**config.mk**
```make
export PLATFORM = sky130hd
export DESIGN_NAME = trial_division_factorizer_unit
export DESIGN_NICKNAME = d
export VERILOG_FILES = /design/src/hdl/tdf_pkg.sv /design/src/hdl/tdf_serial_div.sv /design/src/hdl/trial_division_factorizer_unit.sv
export SDC_FILE = /design/constraint.sdc
export NUM_CORES = 1
export LEC_CHECK = 0
export ABC_AREA = 1
export ABC_CLOCK_PERIOD_IN_PS = 4110
export BUFFER_PORTS_ARGS = -buffer_cell sky130_fd_sc_hd__buf_2
export CAP_MARGIN = 25
export CORE_ASPECT_RATIO = 1.2
export CORE_MARGIN = 10
export CORE_UTILIZATION = 54
export DETAILED_ROUTE_END_ITERATION = 8
export PLACE_DENSITY = 0.84
export SYNTH_ARGS = -nofsm -noshare
export SYNTH_HDL_FRONTEND = slang
export SYNTH_HIERARCHICAL = 1
export SYNTH_SLANG_ARGS = --single-unit
export TNS_END_PERCENT = 10
```
**constraint.sdc**
```tcl
create_clock -name clk -period 4.11 [get_ports clk]
set_input_delay 0 -clock clk [delete_from_list [all_inputs] [get_ports clk]]
set_output_delay 0 -clock clk [all_outputs]
set_load 0.05 [all_outputs]
```
**src/hdl/tdf_pkg.sv**
```systemverilog
`timescale 1ns / 1ps

package tdf_pkg;

  localparam int VALUE_BITS     = 31;
  localparam int NUM_PRIMES     = 25;
  localparam int PRIME_BITS     = 7;
  localparam int IDX_BITS       = 5;
  localparam int EXP_BITS       = 5;
  localparam int KIND_BITS      = 2;
  localparam int MAX_RESULTS    = 10;
  localparam int CNT_BITS       = $clog2(MAX_RESULTS);
  localparam int DIV_CNT_BITS   = $clog2(VALUE_BITS + 1);
  localparam int IN_TDATA_BITS  = ((VALUE_BITS + 7) / 8) * 8;
  localparam int OUT_TDATA_BITS = ((VALUE_BITS + EXP_BITS + 7) / 8) * 8;

  localparam logic [KIND_BITS-1:0] KIND_PRIME    = 2'd0;
  localparam logic [KIND_BITS-1:0] KIND_LEFTOVER = 2'd1;
  localparam logic [KIND_BITS-1:0] KIND_INVALID  = 2'd2;

  typedef enum logic [2:0] {
    ST_IDLE,
    ST_START,
    ST_WAIT,
    ST_EMIT,
    ST_ADVANCE
  } state_t;

  typedef struct packed {
    logic                  start;
    logic [VALUE_BITS-1:0] dividend;
    logic [PRIME_BITS-1:0] divisor;
  } div_req_t;

  typedef struct packed {
    logic                  done;
    logic [VALUE_BITS-1:0] quotient;
    logic [PRIME_BITS-1:0] remainder;
  } div_rsp_t;

  function automatic logic [PRIME_BITS-1:0] prime_at(input logic [IDX_BITS-1:0] idx);
    logic [PRIME_BITS-1:0] p;
    unique case (idx)
      5'd0:    p = 7'd2;
      5'd1:    p = 7'd3;
      5'd2:    p = 7'd5;
      5'd3:    p = 7'd7;
      5'd4:    p = 7'd11;
      5'd5:    p = 7'd13;
      5'd6:    p = 7'd17;
      5'd7:    p = 7'd19;
      5'd8:    p = 7'd23;
      5'd9:    p = 7'd29;
      5'd10:   p = 7'd31;
      5'd11:   p = 7'd37;
      5'd12:   p = 7'd41;
      5'd13:   p = 7'd43;
      5'd14:   p = 7'd47;
      5'd15:   p = 7'd53;
      5'd16:   p = 7'd59;
      5'd17:   p = 7'd61;
      5'd18:   p = 7'd67;
      5'd19:   p = 7'd71;
      5'd20:   p = 7'd73;
      5'd21:   p = 7'd79;
      5'd22:   p = 7'd83;
      5'd23:   p = 7'd89;
      5'd24:   p = 7'd97;
      default: p = 7'd2;
    endcase
    return p;
  endfunction

endpackage

```
**src/hdl/tdf_serial_div.sv**
```systemverilog
`timescale 1ns / 1ps

module tdf_serial_div (
  input  logic              clk,
  input  logic              rst,
  input  tdf_pkg::div_req_t req,
  output tdf_pkg::div_rsp_t rsp
);

  logic                                  busy;
  logic                                  done;
  logic [tdf_pkg::DIV_CNT_BITS-1:0]      cnt;
  logic [tdf_pkg::VALUE_BITS-1:0]        work;
  logic [tdf_pkg::PRIME_BITS-1:0]        rem;
  logic [tdf_pkg::PRIME_BITS-1:0]        divisor;
  logic [tdf_pkg::PRIME_BITS:0]          trial;
  logic [tdf_pkg::PRIME_BITS:0]          diff;
  logic                                  ge;

  // one quotient bit per cycle, msb first
  always_comb begin
    trial = {rem, work[tdf_pkg::VALUE_BITS-1]};
    ge    = trial >= {1'b0, divisor};
    diff  = trial - {1'b0, divisor};
  end

  always_ff @(posedge clk) begin
    if (rst) begin
      busy <= 1'b0;
      done <= 1'b0;
      cnt  <= '0;
    end else begin
      done <= 1'b0;
      if (req.start) begin
        busy <= 1'b1;
        cnt  <= tdf_pkg::DIV_CNT_BITS'(tdf_pkg::VALUE_BITS);
      end else if (busy) begin
        cnt <= cnt - 1'b1;
        if (cnt == tdf_pkg::DIV_CNT_BITS'(1)) begin
          busy <= 1'b0;
          done <= 1'b1;
        end
      end
    end
  end

  always_ff @(posedge clk) begin
    if (req.start) begin
      work    <= req.dividend;
      rem     <= '0;
      divisor <= req.divisor;
    end else if (busy) begin
      work <= {work[tdf_pkg::VALUE_BITS-2:0], ge};
      rem  <= ge ? diff[tdf_pkg::PRIME_BITS-1:0] : trial[tdf_pkg::PRIME_BITS-1:0];
    end
  end

  assign rsp.done      = done;
  assign rsp.quotient  = work;
  assign rsp.remainder = rem;

endmodule

```
**src/hdl/trial_division_factorizer_unit.sv**
```systemverilog
`timescale 1ns / 1ps

// Factors one unsigned value over the primes 2 to 97 by trial division. Each
// input word gives, in ascending order, one output word per dividing prime
// (prime and exponent, tuser 0), then possibly a leftover cofactor above 1
// (exponent 1, tuser 1); values 0 and 1 give one word with tuser 2. tlast
// marks the final word of each input. All remainder tests run on one shared
// bit-serial divider; a value needs at most one division per prime tried plus
// one per prime factor counted with multiplicity. A new input word is taken
// once the previous one has handed its final result to the output register.
module trial_division_factorizer_unit (
  input  logic                                clk,
  input  logic                                rst,
  input  logic                                s_axis_tvalid,
  output logic                                s_axis_tready,
  input  logic [tdf_pkg::IN_TDATA_BITS-1:0]   s_axis_tdata,   // value
  output logic                                m_axis_tvalid,
  input  logic                                m_axis_tready,
  output logic [tdf_pkg::OUT_TDATA_BITS-1:0]  m_axis_tdata,   // factor, exponent
  output logic [tdf_pkg::KIND_BITS-1:0]       m_axis_tuser,   // kind
  output logic                                m_axis_tlast    // last
);

  tdf_pkg::state_t                     state, state_next;
  logic [tdf_pkg::VALUE_BITS-1:0]      residual, residual_next;
  logic [tdf_pkg::IDX_BITS-1:0]        prime_index, prime_index_next;
  logic [tdf_pkg::EXP_BITS-1:0]        exponent_count, exponent_count_next;
  logic [tdf_pkg::CNT_BITS-1:0]        result_count, result_count_next;
  logic [tdf_pkg::VALUE_BITS-1:0]      pend_factor, pend_factor_next;
  logic [tdf_pkg::EXP_BITS-1:0]        pend_exponent, pend_exponent_next;
  logic [tdf_pkg::KIND_BITS-1:0]       pend_kind, pend_kind_next;
  logic                                pend_last, pend_last_next;

  logic                                out_valid;
  logic [tdf_pkg::VALUE_BITS-1:0]      out_factor;
  logic [tdf_pkg::EXP_BITS-1:0]        out_exponent;
  logic [tdf_pkg::KIND_BITS-1:0]       out_kind;
  logic                                out_last;
  logic                                slot_free;
  logic                                load_out;

  logic [tdf_pkg::VALUE_BITS-1:0]      in_value;
  logic [tdf_pkg::PRIME_BITS-1:0]      prime;
  logic [tdf_pkg::EXP_BITS-1:0]        exp_inc;
  tdf_pkg::div_req_t                   div_req;
  tdf_pkg::div_rsp_t                   div_rsp;

  tdf_serial_div u_div (
    .clk (clk),
    .rst (rst),
    .req (div_req),
    .rsp (div_rsp)
  );

  assign in_value  = s_axis_tdata[tdf_pkg::VALUE_BITS-1:0];
  assign prime     = tdf_pkg::prime_at(prime_index);
  assign exp_inc   = (exponent_count == '1) ? exponent_count : exponent_count + 1'b1;
  assign slot_free = !out_valid || m_axis_tready;

  assign div_req.start    = (state == tdf_pkg::ST_START);
  assign div_req.dividend = residual;
  assign div_req.divisor  = prime;

  always_ff @(posedge clk) begin
    if (rst) begin
      state <= tdf_pkg::ST_IDLE;
    end else begin
      state <= state_next;
    end
  end

  always_ff @(posedge clk) begin
    if (rst) begin
      residual       <= '0;
      prime_index    <= '0;
      exponent_count <= '0;
      result_count   <= '0;
    end else begin
      residual       <= residual_next;
      prime_index    <= prime_index_next;
      exponent_count <= exponent_count_next;
      result_count   <= result_count_next;
    end
  end

  always_ff @(posedge clk) begin
    pend_factor   <= pend_factor_next;
    pend_exponent <= pend_exponent_next;
    pend_kind     <= pend_kind_next;
    pend_last     <= pend_last_next;
  end

  always_comb begin
    state_next          = state;
    residual_next       = residual;
    prime_index_next    = prime_index;
    exponent_count_next = exponent_count;
    result_count_next   = result_count;
    pend_factor_next    = pend_factor;
    pend_exponent_next  = pend_exponent;
    pend_kind_next      = pend_kind;
    pend_last_next      = pend_last;
    s_axis_tready       = 1'b0;
    load_out            = 1'b0;
    unique case (state)
      tdf_pkg::ST_IDLE: begin
        s_axis_tready = 1'b1;
        if (s_axis_tvalid) begin
          residual_next       = in_value;
          prime_index_next    = '0;
          exponent_count_next = '0;
          result_count_next   = '0;
          if (in_value < tdf_pkg::VALUE_BITS'(2)) begin
            pend_factor_next   = '0;
            pend_exponent_next = '0;
            pend_kind_next     = tdf_pkg::KIND_INVALID;
            pend_last_next     = 1'b1;
            state_next         = tdf_pkg::ST_EMIT;
          end else begin
            state_next = tdf_pkg::ST_START;
          end
        end
      end
      tdf_pkg::ST_START: begin
        state_next = tdf_pkg::ST_WAIT;
      end
      tdf_pkg::ST_WAIT: begin
        if (div_rsp.done) begin
          if (div_rsp.remainder == '0) begin
            residual_next       = div_rsp.quotient;
            exponent_count_next = exp_inc;
            if (div_rsp.quotient == tdf_pkg::VALUE_BITS'(1)) begin
              pend_factor_next   = tdf_pkg::VALUE_BITS'(prime);
              pend_exponent_next = exp_inc;
              pend_kind_next     = tdf_pkg::KIND_PRIME;
              pend_last_next     = 1'b1;
              state_next         = tdf_pkg::ST_EMIT;
            end else begin
              state_next = tdf_pkg::ST_START;
            end
          end else if (exponent_count != '0) begin
            pend_factor_next   = tdf_pkg::VALUE_BITS'(prime);
            pend_exponent_next = exponent_count;
            pend_kind_next     = tdf_pkg::KIND_PRIME;
            pend_last_next     = 1'b0;
            state_next         = tdf_pkg::ST_EMIT;
          end else begin
            state_next = tdf_pkg::ST_ADVANCE;
          end
        end
      end
      tdf_pkg::ST_EMIT: begin
        if (slot_free) begin
          load_out = 1'b1;
          if (pend_last) begin
            state_next = tdf_pkg::ST_IDLE;
          end else begin
            result_count_next = result_count + 1'b1;
            state_next        = tdf_pkg::ST_ADVANCE;
          end
        end
      end
      tdf_pkg::ST_ADVANCE: begin
        // residual is above one here
        exponent_count_next = '0;
        if (result_count == tdf_pkg::CNT_BITS'(tdf_pkg::MAX_RESULTS - 1) ||
            prime_index == tdf_pkg::IDX_BITS'(tdf_pkg::NUM_PRIMES - 1)) begin
          pend_factor_next   = residual;
          pend_exponent_next = tdf_pkg::EXP_BITS'(1);
          pend_kind_next     = tdf_pkg::KIND_LEFTOVER;
          pend_last_next     = 1'b1;
          state_next         = tdf_pkg::ST_EMIT;
        end else begin
          prime_index_next = prime_index + 1'b1;
          state_next       = tdf_pkg::ST_START;
        end
      end
      default: begin
        state_next = tdf_pkg::ST_IDLE;
      end
    endcase
  end

  // output register
  always_ff @(posedge clk) begin
    if (rst) begin
      out_valid <= 1'b0;
    end else if (load_out) begin
      out_valid <= 1'b1;
    end else if (m_axis_tready) begin
      out_valid <= 1'b0;
    end
  end

  always_ff @(posedge clk) begin
    if (load_out) begin
      out_factor   <= pend_factor;
      out_exponent <= pend_exponent;
      out_kind     <= pend_kind;
      out_last     <= pend_last;
    end
  end

  assign m_axis_tvalid = out_valid;
  assign m_axis_tdata  = {{(tdf_pkg::OUT_TDATA_BITS - tdf_pkg::VALUE_BITS
                            - tdf_pkg::EXP_BITS){1'b0}}, out_exponent, out_factor};
  assign m_axis_tuser  = out_kind;
  assign m_axis_tlast  = out_last;

endmodule

```
==> summary.txt <==
Clock network
  • Clk root buf: clkbuf_16
  • Clk sinks: 186
  • CTS tree: done
  • Post-CTS Setup Bufs: 0
  • Resize count post-CTS: 0
  • Reg clk slew, reported paths: 0.07 ns
  • CTS Buffer Depth: 2
  • # hold bufs at CTS: 34
  • Skew-Pair Late Insertion Delay: 0.43 ns
  • Cts bufs inserted: 17
  • H-tree depth: 4

Layout
  • Post-route cell area: 10,100 µm²
  • Fin nets: 1,117
  • Core Util, Final: 0.646
  • Diode count: 0
  • Area grow syn2layout: 17.5%
  • Fill count: 1,216
  • Fraction of layout cells with a size suffix above 1: 0.144

Power
  • Leak pwr: 4.32 nW
  • Switching share of total power: 0.409
  • Pwr Density: 765 nW/µm²
  • Net Sw Power: 0.00316 W
  • Clk pwr share: 0.212
  • Gate power share: 0.362
  • Sequential power share: 0.425
  • Worst IR drop on VDD: 0.000539 V
  • Int Pwr: 0.00457 W

STA
  • Final Slew Violations: 0
  • Final setup margin: 1.36 ns
  • Final setup TNS: 0 ns
  • Period minus WS final: 2.75 ns
  • RSZ-0062 raised after global routing: no
  • Slew of the pin with the lowest slew margin: 0.954 ns
  • Fin crit share: 0.669
  • Fmax: 364 MHz
  • Worst hold slack: 0.0579 ns
  • Final Hold Vio Count: 0
  • Setup-failing EPs final: 0
  • Setup Skew: 0.0111 ns
  • Slew HR: 0.363

Yosys
  • Synth Register Bits: 186
  • Yosys top cell area share: 0.405
  • Top cells by area, synth: edfxtp_1 (41%), dfxtp_1 (16%), nand2_1 (12%)
  • Synth async-reset ratio: 0
  • Post-synthesis adder-cell area fraction: 0.0431
  • Post-Synth XOR/XNOR Area: 0.00306
  • Sequential share of the synthesized area: 0.568
  • Avg Cell Area, Syn: 9.08 µm²
  • Yosys warning count: 6
  • Area leader, netlist: edfxtp_1
  • Simple-gate area share of the yosys netlist: 0.231
  • Post-synth EDFFs: 116
  • Multiplexer area fraction after synthesis: 0
  • Post-Synthesis Cell Area: 8600 µm²
  • Syn Inst Count: 947
  • Largest family of logic cells by synthesized area: simple AND/OR/NAND/NOR gates
  • Main synth FF type: edfxtp_1
  • Post-synthesis compound-gate area fraction: 0.0851
  • Synth cell types: 48

GRT
  • Largest net degree at the start of global routing: 63
  • Initial antenna violation count: 0
  • Global Route Usage Sum: 0.186
  • Total grt overflow: 0
  • First-pass GRT wire length: 32.2 mm
  • Number of global-route vias before repair: 6,817

Floorplanning
  • Core area: 15,600 µm²
  • Die height: 158 µm
  • Initial core utilization: 0.550
  • Top-level I/O count: 81
  • FP Rows: 50
  • Die Wd: 135 µm
  • Die area: 21,400 µm²

Flow run
  • MaxCap Viol Count: 0

Routing
  • Routed Wire Length: 19.8 mm
  • Antenna Nets Post-Route: 0
  • Vias per std cell: 5.41
  • First drt pass iteration count: 6
  • Via count: 6,891
  • First DRT Iteration DRCs: 738
  • WL per Instance: 15.6 µm
  • DRC violations left: 0

Worst hold path
  • Hold/Removal Path Class: in2reg

Critical path
  • Worst Path Arrival: 2.82 ns
  • Critical path class: reg2reg
  • Kind of end point of the critical path: flip-flop
  • CP Max Fanout: 43
  • Critical path data required time: 4.18 ns
  • CP Launch Type: flip-flop

Place
  • Detail Placement HPWL: 13.0 mm
  • Place WS: 1.36 ns
  • GPL Wtd Cong: 0.924
  • # port buffers: 75
  • Placed Area: 9140 µm²

Outcome
  • Status: finished clean
-- worst paths after layout --
check / from / to / slack (ns) / cells past startpoint
max: state[2] / pend_factor[22] / 1.36 / 7
min: s_axis_tvalid / result_count[3] / 0.06 / 4
max reg2reg: state[2] / pend_factor[22] / 1.36 / 7
min reg2reg: pend_factor[5] / out_factor[5] / 0.42 / 0
-- power by group through the flow --
stage	Combinational, W	Clock [W]	Sequential [W]
2_1_floorplan	0.00198	0	0.00337
3_3_place_gp	0.00261	0	0.00328
3_5_place_dp	0.00270	0	0.00332
4_1_cts	0.00275	0.00166	0.00328
5_1_grt	0.00311	0.00174	0.00336
6_report	0.00280	0.00164	0.00329
-- layout by cell type, fill, tap and decap left out, types with 6 or more instances in the layout --
master / count
a21oi_1: 17
a22o_1: 7
a31oi_1: 34
buf_2: 75
buf_4: 7
clkbuf_16: 17
dfxtp_1: 70
dlygate4sd3_1: 34
edfxtp_1: 116
ha_1: 28
inv_1: 97
inv_2: 10
nand2_1: 286
nand3_1: 46
nand3b_1: 6
nand4_1: 9
nor2_1: 90
o21ai_0: 14
o21ai_1: 32
-- critical path: stages, from the launching register on --
cell and delay, ns:
dfxtp_1 0.48, nor3_4 0.07, buf_4 0.30, nand2_1 0.18, o21ai_4 0.09, a21oi_4 0.23, nor3b_4 0.51, buf_4 0.51
-- state kept, by name, indices dropped and copies added (netlist names), 7 cells and up --
name and cells:
u_div/rem 7, prime 7, u_div/work 31, residual 31, pend_factor 31, out_factor 31, u_div/divisor 7
-- stage by stage --
step	cells	total power, W
after global placement	1206	0.00589
final	1273	0.00773
after detailed placement	1206	0.00602
after CTS	1272	0.00769
after global routing	1273	0.00822
after floorplan	950	0.00535
-- cell usage after synthesis, types with 5 or more instances --
cell type and n:
nand3_1 46, nor2_1 91, inv_2 10, buf_2 5, a31oi_1 34, a21oi_1 17, dfxtp_1 70, inv_1 97
edfxtp_1 116, ha_1 28, o21ai_0 14, nand3b_1 6, nor3_1 5, o21ai_1 32, clkbuf_1 18, nand4_1 9
buf_4 5, a22o_1 7, nand2_1 286
-- routing by layer --
layer,vias up,part of all wire,GRT usage
met3,35,0.071,0.0342
li1,3335,-,-
met5,-,0,0
met2,293,0.51,0.321
met1,3228,0.39,0.219
met4,0,0.024,0.0893
-- kinds of logic after synthesis --
family	after synthesis
AO/OA/AOI/OAI	119
XOR/XNOR	3
adder cells (fa/ha/maj)	29
buffers and inverters	143
flip-flops	186
other	1
AND/OR/NAND/NOR	466
-- layout make-up --
| type | instances | area [µm²] | share of cell area |
|---|---|---|---|
| multi-input combinational | 621 | 3160 | 0.312 |
| clock inverter | 15 | 180 | 0.0178 |
| sequential | 186 | 4880 | 0.483 |
| timing repair buffer | 117 | 788 | 0.0780 |
| clock buffer | 17 | 425 | 0.0421 |
| tap | 208 | 260 | 0.0258 |
| inverter | 109 | 412 | 0.0407 |
Power figures use the tool's default switching activity.
